**src/rtl/core/abs_pkg.sv**
```systemverilog
`default_nettype none

package abs_pkg;

    localparam int PAGE_OFFSET_BITS_DEF   = 12;
    localparam int BEAT_OFFSET_BITS_DEF   = 6;
    localparam int MAX_TRANSFER_BYTES_DEF = 65536;

    localparam int RESULT_LIMIT = 17;
    localparam int COUNT_W      = $clog2(RESULT_LIMIT + 1);

    typedef struct packed {
        logic [63:0] start_address;
        logic [16:0] transfer_bytes;
    } t_req;

    typedef struct packed {
        logic [63:0] burst_address;
        logic [5:0]  burst_len_code;
        logic [63:0] first_beat_strobe;
        logic [63:0] last_beat_strobe;
        logic [12:0] burst_bytes;
        logic [15:0] buffer_offset;
        logic        final_burst;
    } t_burst;

    // count ones starting at lane shift; a count of 64 gives all ones
    function automatic logic [63:0] lane_mask(logic [6:0] count, logic [5:0] shift);
        logic [63:0] ones;
        ones = ~({64{1'b1}} << count);
        return ones << shift;
    endfunction

endpackage

`default_nettype wire

```
**src/rtl/core/abs_burst_unit.sv**
```systemverilog
`default_nettype none

module abs_burst_unit #(
    parameter int PAGE_OFFSET_BITS = abs_pkg::PAGE_OFFSET_BITS_DEF,
    parameter int BEAT_OFFSET_BITS = abs_pkg::BEAT_OFFSET_BITS_DEF,
    parameter int REM_W            = 17
) (
    input  wire logic [63:0]      i_chunk_address,
    input  wire logic [REM_W-1:0] i_remaining,
    input  wire logic [15:0]      i_offset,
    output abs_pkg::t_burst       o_burst,
    output logic [63:0]           o_next_address,
    output logic [15:0]           o_next_offset,
    output logic [REM_W-1:0]      o_remaining_left
);
    import abs_pkg::*;

    localparam int P  = PAGE_OFFSET_BITS;
    localparam int B  = BEAT_OFFSET_BITS;
    localparam int NW = (P + 1 > REM_W) ? P + 1 : REM_W;
    localparam int LW = P - B;
    localparam logic [P:0] PAGE_BYTES = (P + 1)'(1) << P;
    localparam logic [B:0] BEAT_BYTES = (B + 1)'(1) << B;

    logic [P-1:0]  w_page_off;
    logic [P:0]    w_page_left;
    logic [NW-1:0] w_left_w;
    logic [NW-1:0] w_rem_w;
    logic [NW-1:0] w_n_w;
    logic [P:0]    w_n_bytes;
    logic [P:0]    w_last_sum;
    logic [P-1:0]  w_last_off;
    logic [LW-1:0] w_len_m1;
    logic [B-1:0]  w_first_off;
    logic [B:0]    w_first_size;
    logic [B:0]    w_last_size;
    logic [63:0]   w_first_strobe;
    logic          w_single;

    always_comb begin
        w_page_off  = i_chunk_address[P-1:0];
        w_page_left = PAGE_BYTES - {1'b0, w_page_off};
        w_left_w    = NW'(w_page_left);
        w_rem_w     = NW'(i_remaining);
        w_n_w       = (w_left_w < w_rem_w) ? w_left_w : w_rem_w;
        w_n_bytes   = (P + 1)'(w_n_w);

        w_last_sum  = {1'b0, w_page_off} + w_n_bytes - (P + 1)'(1);
        w_last_off  = w_last_sum[P-1:0];
        w_len_m1    = w_last_off[P-1:B] - w_page_off[P-1:B];
        w_single    = (w_len_m1 == '0);

        w_first_off  = w_page_off[B-1:0];
        w_first_size = w_single ? (B + 1)'(w_n_bytes) : BEAT_BYTES - {1'b0, w_first_off};
        w_last_size  = {1'b0, w_last_off[B-1:0]} + (B + 1)'(1);

        w_first_strobe = lane_mask(7'(w_first_size), 6'(w_first_off));

        o_remaining_left = i_remaining - REM_W'(w_n_w);
        o_next_address   = i_chunk_address + 64'(w_n_bytes);
        o_next_offset    = i_offset + 16'(w_n_w);

        o_burst.burst_address     = i_chunk_address;
        o_burst.burst_len_code    = 6'(w_len_m1);
        o_burst.first_beat_strobe = w_first_strobe;
        o_burst.last_beat_strobe  = w_single ? w_first_strobe
                                             : lane_mask(7'(w_last_size), 6'd0);
        o_burst.burst_bytes       = 13'(w_n_bytes);
        o_burst.buffer_offset     = i_offset;
        o_burst.final_burst       = (o_remaining_left == '0);
    end

endmodule

`default_nettype wire

```
**src/rtl/core/axi_burst_splitter.sv**
```systemverilog
`default_nettype none

// Channel   Valid          Stall           Payload
// request   i_req_valid    o_req_stall     i_req   (start address, byte count)
// burst     o_burst_valid  i_burst_stall   o_burst (one AXI4 INCR burst)
//
// A request is taken while the sequencer is idle; it then yields one burst per cycle from
// the shared burst unit, holding the input until its last burst is loaded (a zero-length
// request yields no burst and does not hold the input). Output stalls hold the sequencer.
// The burst output register frees the request side while the last burst waits.
// Synchronous active-low reset clears the sequencer and the output valid.

module axi_burst_splitter #(
    parameter int PAGE_OFFSET_BITS   = abs_pkg::PAGE_OFFSET_BITS_DEF,
    parameter int BEAT_OFFSET_BITS   = abs_pkg::BEAT_OFFSET_BITS_DEF,
    parameter int MAX_TRANSFER_BYTES = abs_pkg::MAX_TRANSFER_BYTES_DEF
) (
    input  wire logic            i_clk,
    input  wire logic            i_rst_n,
    input  wire logic            i_req_valid,
    output logic                 o_req_stall,
    input  wire abs_pkg::t_req   i_req,
    output logic                 o_burst_valid,
    input  wire logic            i_burst_stall,
    output abs_pkg::t_burst      o_burst
);
    import abs_pkg::*;

    localparam int REM_W = $clog2(MAX_TRANSFER_BYTES + 1);

    typedef enum logic {
        S_IDLE,
        S_SPLIT
    } t_state;

    t_state             r_state;
    logic [63:0]        r_chunk;
    logic [REM_W-1:0]   r_remaining;
    logic [15:0]        r_offset;
    logic [COUNT_W-1:0] r_count;
    logic               r_burst_valid;
    t_burst             r_burst;

    t_burst             w_step;
    logic [63:0]        n_chunk;
    logic [15:0]        n_offset;
    logic [REM_W-1:0]   n_remaining;
    logic [REM_W-1:0]   w_req_bytes;
    logic               w_req_acc;
    logic               w_load;

    abs_burst_unit #(
        .PAGE_OFFSET_BITS (PAGE_OFFSET_BITS),
        .BEAT_OFFSET_BITS (BEAT_OFFSET_BITS),
        .REM_W            (REM_W)
    ) u_unit (
        .i_chunk_address  (r_chunk),
        .i_remaining      (r_remaining),
        .i_offset         (r_offset),
        .o_burst          (w_step),
        .o_next_address   (n_chunk),
        .o_next_offset    (n_offset),
        .o_remaining_left (n_remaining)
    );

    always_comb begin
        if ({15'd0, i_req.transfer_bytes} > 32'(MAX_TRANSFER_BYTES)) begin
            w_req_bytes = REM_W'(MAX_TRANSFER_BYTES);
        end else begin
            w_req_bytes = REM_W'(i_req.transfer_bytes);
        end
        w_req_acc = i_req_valid && (r_state == S_IDLE);
        w_load    = (r_state == S_SPLIT) && (!r_burst_valid || !i_burst_stall);
    end

    always_ff @(posedge i_clk) begin
        if (!i_rst_n) begin
            r_state       <= S_IDLE;
            r_burst_valid <= 1'b0;
            r_count       <= '0;
            r_chunk       <= '0;
            r_remaining   <= '0;
            r_offset      <= '0;
            r_burst       <= '0;
        end else begin
            if (r_burst_valid && !i_burst_stall && !w_load) begin
                r_burst_valid <= 1'b0;
            end
            unique case (r_state)
                S_IDLE: begin
                    if (w_req_acc) begin
                        r_chunk     <= i_req.start_address;
                        r_remaining <= w_req_bytes;
                        r_offset    <= '0;
                        r_count     <= '0;
                        if (w_req_bytes != '0) begin
                            r_state <= S_SPLIT;
                        end
                    end
                end
                S_SPLIT: begin
                    if (w_load) begin
                        r_burst       <= w_step;
                        r_burst_valid <= 1'b1;
                        r_chunk       <= n_chunk;
                        r_remaining   <= n_remaining;
                        r_offset      <= n_offset;
                        r_count       <= r_count + COUNT_W'(1);
                        if (w_step.final_burst ||
                            r_count == COUNT_W'(RESULT_LIMIT - 1)) begin
                            r_state <= S_IDLE;
                        end
                    end
                end
                default: r_state <= S_IDLE;
            endcase
        end
    end

    assign o_req_stall   = (r_state != S_IDLE);
    assign o_burst_valid = r_burst_valid;
    assign o_burst       = r_burst;

    a_split_has_bytes: assert property (@(posedge i_clk) disable iff (!i_rst_n)
        (r_state == S_SPLIT) |-> (r_remaining != '0))
        else $error("splitting with no bytes left");

    a_count_limit: assert property (@(posedge i_clk) disable iff (!i_rst_n)
        (r_state == S_SPLIT) |-> (r_count < COUNT_W'(RESULT_LIMIT)))
        else $error("burst count beyond limit");

    a_final_ends: assert property (@(posedge i_clk) disable iff (!i_rst_n)
        (w_load && w_step.final_burst) |=> (r_state == S_IDLE))
        else $error("sequencer busy after final burst");

    a_first_strobe: assert property (@(posedge i_clk) disable iff (!i_rst_n)
        o_burst_valid |-> (o_burst.first_beat_strobe != '0))
        else $error("empty first-beat strobe");

endmodule

`default_nettype wire

```
**config.mk**
```make
export PLATFORM = sky130hd
export DESIGN_NAME = axi_burst_splitter
export DESIGN_NICKNAME = d
export VERILOG_FILES = /design/src/rtl/core/abs_pkg.sv /design/src/rtl/core/abs_burst_unit.sv /design/src/rtl/core/axi_burst_splitter.sv
export SDC_FILE = /design/constraint.sdc
export NUM_CORES = 1
export LEC_CHECK = 0
export BUFFER_PORTS_ARGS = -buffer_cell sky130_fd_sc_hd__buf_4
export CELL_PAD_IN_SITES_DETAIL_PLACEMENT = 2
export CELL_PAD_IN_SITES_GLOBAL_PLACEMENT = 2
export CORE_MARGIN = 1.5
export CORE_UTILIZATION = 33
export DETAILED_ROUTE_END_ITERATION = 8
export PLACE_DENSITY = 0.85
export SLEW_MARGIN = 20
export SYNTH_ARGS = -nofsm -noshare
export SYNTH_HDL_FRONTEND = slang
export SYNTH_SLANG_ARGS = --single-unit
```
**constraint.sdc**
```tcl
create_clock -name i_clk -period 13.6 [get_ports i_clk]
set_input_delay 0.68 -clock i_clk [delete_from_list [all_inputs] [get_ports i_clk]]
set_output_delay 0.68 -clock i_clk [all_outputs]
set_load 0.05 [all_outputs]
```
# Word-level counts from Yosys, hierarchy flattened
# Cells that the tools add are included.
[op_classes]
magnitude_cmp = 2
n_eq_ne = 3
add_sub_neg = 10
n_shift = 3
bitwise = 3
n_reduce_logical = 14
n_mux = 24
[ops]
columns = ["cell", "n"]
rows = [
  ["2-to-1 mux 64 bit", 3],
  ["inverter 64 bit", 2],
  ["one-hot mux 64 bit (2 select lines)", 1],
  ["left shift 64 x 7 -> 64 bit, first input constant", 2],
  ["2-to-1 mux 17 bit", 4],
  ["adder 64 x 13 -> 64 bit", 1],
  ["left shift 64 x 6 -> 64 bit", 1],
  ["one-hot mux 17 bit (2 select lines)", 1],
  ["2-to-1 mux 16 bit", 2],
  ["one-hot mux 16 bit (2 select lines)", 1],
  ["> comparator 17 bit, second input constant", 1],
  ["logical NOT 17 bit", 1],
  ["less-than comparator 13 x 17 -> 1 bit", 1],
  ["nonzero test 17 bit", 1],
  ["subtractor 17 bit", 1],
  ["adder 16 bit", 1],
  ["subtractor 13 x 12 -> 13 bit, first input constant", 1],
  ["adder 12 bit", 1],
  ["subtractor 12 x 1 -> 12 bit, second input constant", 1],
  ["2-to-1 mux 5 bit", 2],
  ["one-hot mux 5 bit (2 select lines)", 1],
  ["adder 6 x 1 -> 7 bit, second input constant", 1],
  ["2-to-1 mux 1 bit", 7],
  ["2-to-1 mux 7 bit", 1],
  ["other kinds (13)", 20],
]
[totals]
output_inout_bits = 230
regBits = 332

# Logic depth before layout (Yosys ltp)
[depth]
word_depth = 12
ltp_mapped = 50
ltp_nobuf = 39

# Modules after synthesis
# A second synthesis with hierarchy kept.
[hier_totals]
hier_cells = 3444
area_unflattened_um2 = 24975.2
[modules_own_cells]
columns = ["module", "area_per_inst_um2", "cells_each", "instances", "seq_area_each_um2"]
rows = [
  ["abs_burst_unit", 12737.2, 1973, 1, 0.0],
  ["axi_burst_splitter", 12238.0, 1471, 1, 6646.4],
]

# Worst setup path before layout
# Ideal clock, no wire load.
[synth_timing]
path_kind = "reg2reg"
from = "register r_chunk[0]"
to = "register r_burst (netlist bit o_burst[72])"
period_less_slack_ps = 10069
arrival_ps = 9946
stages_incl_launch_ff = 46
setup_ps = 123
setup_slack_ps = 3531
t_required_ps = 13477
path_cell_list = "dfxtp_1 > buf_2 > inv_1 > clkbuf_1 > buf_1 > clkbuf_1 > ha_1 > nor3b_1 > and2_1 > clkbuf_1 > xnor2_1 > ha_1 > a21oi_1 > o21ai_0 > a21oi_1 > nor4_4 > nor2_2 > buf_2 > [... 10 more ...] > o21bai_1 > a21oi_2 > xnor2_1 > fa_1 > a21o_1 > a21oi_1 > xnor2_1 > or3_1 > buf_2 > o31ai_4 > o211ai_2 > buf_2 > nor4_1 > nor2_1 > a221oi_2 > o22ai_1 > a221oi_1 > nor2_1"
[synth_via]
elab_chain_len = 12
elab_cells_between_ends = 16
[synth_rtl]
columns = ["item", "line", "rtl"]
rows = [
  ["start: declaration", "axi_burst_splitter.sv:37", "logic [63:0] r_chunk;"],
  ["start signal: assignment", "axi_burst_splitter.sv:92", "r_chunk <= i_req.start_address;"],
  ["start signal: assignment", "axi_burst_splitter.sv:105", "r_chunk <= n_chunk;"],
  ["subtractor 13 x 12 -> 13 bit", "abs_burst_unit.sv:42", "w_page_left = PAGE_BYTES - {1'b0, w_page_off};"],
  ["less-than comparator 13 x 17 -> 1 bit", "abs_burst_unit.sv:45", "w_n_w = (w_left_w < w_rem_w) ? w_left_w : w_rem_w;"],
  ["2-to-1 mux 17 bit", "abs_burst_unit.sv:45", ""],
  ["adder 12 bit", "abs_burst_unit.sv:48", "w_last_sum = {1'b0, w_page_off} + w_n_bytes - (P + 1)'(1);"],
  ["subtractor 12 x 1 -> 12 bit", "abs_burst_unit.sv:48", ""],
  ["subtractor 6 bit", "abs_burst_unit.sv:50", "w_len_m1 = w_last_off[P-1:B] - w_page_off[P-1:B];"],
  ["logical NOT 6 bit", "abs_burst_unit.sv:51", "w_single = (w_len_m1 == '0);"],
  ["2-to-1 mux 7 bit", "abs_burst_unit.sv:54", "w_first_size = w_single ? (B + 1)'(w_n_bytes) : BEAT_BYTES - {1'b0, w_first_off};"],
  ["left shift 64 x 7 -> 64 bit", "abs_pkg.sv:30", "ones = ~({64{1'b1}} << count);"],
  ["inverter 64 bit", "abs_pkg.sv:30", ""],
  ["left shift 64 x 6 -> 64 bit", "abs_pkg.sv:31", "return ones << shift;"],
  ["2-to-1 mux 64 bit *", "abs_burst_unit.sv:66", "o_burst.last_beat_strobe = w_single ? w_first_strobe"],
  ["end signal: assignment", "axi_burst_splitter.sv:103", "r_burst <= w_step;"],
  ["end: declaration", "axi_burst_splitter.sv:42", "t_burst r_burst;"],
]
# Mark *: on every way between the ends. The rest lies on a longest branch, timed or not.
# A chain may end at the register's enable or synchronous reset.

# Worst setup path in the final report
[layout_timing]
from = "register r_chunk[1]"
to = "register r_burst (netlist bit o_burst[86])"
# The elaborated chain is that of the path after synthesis.

==> impl_metrics.tcl <==
set metrics [dict create \
    status "complete, no violations" \
    hold_violations 0 \
    cts-buffers-inserted 40 \
    syn_avg_cell_area_um2 7.17 \
    postCtsSetupBuffers 0 \
    path_common_cell "a21oi_1" \
    drive_gt1_share_pct 15.9 \
    hold_depth 3 \
    setup_violations 0 \
    slew_headroom_pct 14.4 \
    clk_pin_slew_worst_paths_ns 0.06 \
    slew_viol_final 0 \
    max_freq_mhz 84.0 \
    fp.dieArea_um2 73400 \
    ios 315 \
    dpl.cell_count 4385 \
    synth_top_cell_by_area "dfxtp_1" \
    cp_data_required_time_ns 14.09 \
    worstPathArrival_ns 12.38 \
    clockBufferDepth 3 \
    ys_ff_latch 332 \
    critPathCaptureType "flop" \
    htree_levels 2 \
    fp.coreArea_um2 71200 \
    instances_no_fill 4462 \
    start_util_pct 33.2 \
    drt_wl_total_um 142000 \
    vias 29678 \
    synth_edf_count 0 \
    ys_seq_area_share_pct 28.1 \
    ff2ff_path_depth 41 \
    worstReg2RegStart "r_chunk[1]" \
    min_from "i_req[48]" \
    die_x_um 271 \
    grt_max_degree 181 \
    syn_to_final_growth_pct 19.5 \
    cpMaxStageDelayCell "nor4b_1" \
    fin_crit_ns 11.90 \
    track_usage_pct 37.1 \
    clock_skew_ns 0.0236 \
    worstSetupStartpointType "flop" \
    cts-root-buf "clkbuf_16" \
    gr-total-overflow 0 \
    cts_hold_buf 0 \
    grt_pass1_wl_um 208000 \
    rsz0062_at_grt "no" \
    drc 0 \
    async_flop_share_pct 0 \
    clkSinkCount 332 \
    cts_resized 0 \
    r2r_slack_ns 1.70 \
    final_nets 3654 \
    reg2reg_to "o_burst[86]" \
    place_hpwl_um 101000 \
    fill_cells 8279 \
    cap_viol_max_count 0 \
    cts_tree "yes" \
    critPathMaxFanout 37 \
    synth_area_um2 23700 \
    drtPass1Iterations 6 \
    setup_tns_ns 0 \
    yosysWarnings 0 \
    final.period_utilization_pct 87.5 \
    syn-instance-count 3301 \
    holdPathEnd "r_chunk[31]" \
    io_buffers 314 \
    globalplace.congestion 1.02 \
    antenna_found_initial 6 \
    via_per_inst 6.65 \
    design_area_um2 28300 \
    synth_cell_types 104 \
    worst-setup-path-type "reg -> reg" \
    synthFlopType "dfxtp_1" \
    yosys-top-cells-area "dfxtp_1, a21oi_1, nand2_1, nor2_1, o21ai_0" \
    postRouteAntennaNets 0 \
    slowest_delay_ns 0.95 \
    hold_class "in -> reg" \
    place_area_um2 27000 \
    hold_slack_ns 0.347 \
    wl_per_cell_um 31.9 \
    synth_top_area_share_pct 28.1 \
    chipHeight_um 271 \
    clock_latency_ns 0.59 \
    rows 98 \
    dr.first_iter.drc_count 3321 \
    tightestPinTransition_ns 1.27 \
    grt_pass1_vias 30635 \
]
## registers in the layout, indices dropped and copies added (netlist names)
signal         flops
o_burst_valid      1
r_count            5
r_chunk           64
r_offset          16
o_burst          228
r_remaining       17
o_req_stall        1
## synth_stat cells (19+ instances only)
cell	instances
a211oi_1	67
a21o_1	28
a21oi_1	399
a221oi_1	39
a22oi_1	47
a311oi_1	21
a31oi_1	73
and2_1	19
buf_1	33
buf_2	27
clkbuf_1	209
dfxtp_1	332
ha_1	87
inv_1	97
mux2i_1	25
nand2_1	445
nand3_1	94
nand4_1	33
nor2_1	304
nor3_1	105
nor4_1	46
o211ai_1	40
o21ai_0	224
o221ai_1	21
o22ai_1	30
o31ai_1	34
o32ai_1	19
xnor2_1	45
## cells by family after synthesis
family,after synthesis,synth area share [%]
simple gates,1147,21.8
buf+inv,375,6.14
compound gates,1257,34.8
mux,35,1.77
fa+ha+maj,92,5.02
other cells,1,0.0158
flops,332,28.1
xor+xnor,62,2.42
## critical path: cells and delay by family, from the launching register on
family | cells | cell delay [ns]
buf+inv | 6 | 1.39
xor+xnor | 4 | 1.16
simple gates | 9 | 2.99
fa+ha+maj | 5 | 1.43
flops | 1 | 0.31
compound gates | 16 | 4.15
mux | 1 | 0.34
## worst max-delay path by stage
| stage | start | to | slack (ns) |
|---|---|---|---|
| floorplan | r_chunk[0] | o_burst[72] | 3.53 |
| global placement | r_chunk[1] | o_burst[86] | 2.12 |
| detailed placement | r_chunk[1] | o_burst[86] | 2.06 |
| CTS | r_chunk[1] | o_burst[86] | 1.91 |
| global route | r_chunk[1] | o_burst[86] | 1.20 |
| finish | r_chunk[1] | o_burst[86] | 1.70 |
## cell type report
cell class | count | area, µm² | area share [%]
Antenna cell | 5 | 12.5 | 0.0442
Clock buffer | 55 | 1170 | 4.13
Clock inverter | 17 | 143 | 0.504
Inverter | 103 | 394 | 1.39
Multi-Input combinational cell | 2595 | 15700 | 55.4
Sequential cell | 332 | 6650 | 23.5
Tap cell | 950 | 1190 | 4.20
Timing Repair Buffer | 405 | 3050 | 10.8
## per-layer routing
metal  up-vias  part of all wire (%)  global-route usage (%)  routed length, µm
met3       436                   7.9                    5.95              11300
met1     14993                    40                    46.3              56600
met5         -                     0                       0                  0
li1      12624                     -                       -                  -
met4         0                   6.5                    21.6               9270
met2      1625                    46                    60.4              65000
## cell usage in the layout (no fill, tap or decap), types with 39 or more instances in the layout
master     count
a211oi_1      67
clkbuf_16     40
a221oi_1      39
buf_4        404
nand2_1      443
o21ai_0      222
a21oi_1      399
dfxtp_1      327
xnor2_1       45
a31oi_1       73
o211ai_1      40
nor3_1       104
inv_1         96
nor2_1       302
nand3_1       94
nor4_1        46
ha_1          87
a22oi_1       47
## stage by stage
step | util, % | setup WS, ns
after floorplan | - | 3.53
after global placement | 37.8 | 2.12
after detailed placement | 37.8 | 2.06
after CTS | 39.7 | 1.91
after global routing | 39.7 | 1.20
final | 39.7 | 1.70
Power is not shown: default switching activity piles up to over one toggle a cycle in this logic, so the estimate is an artifact.
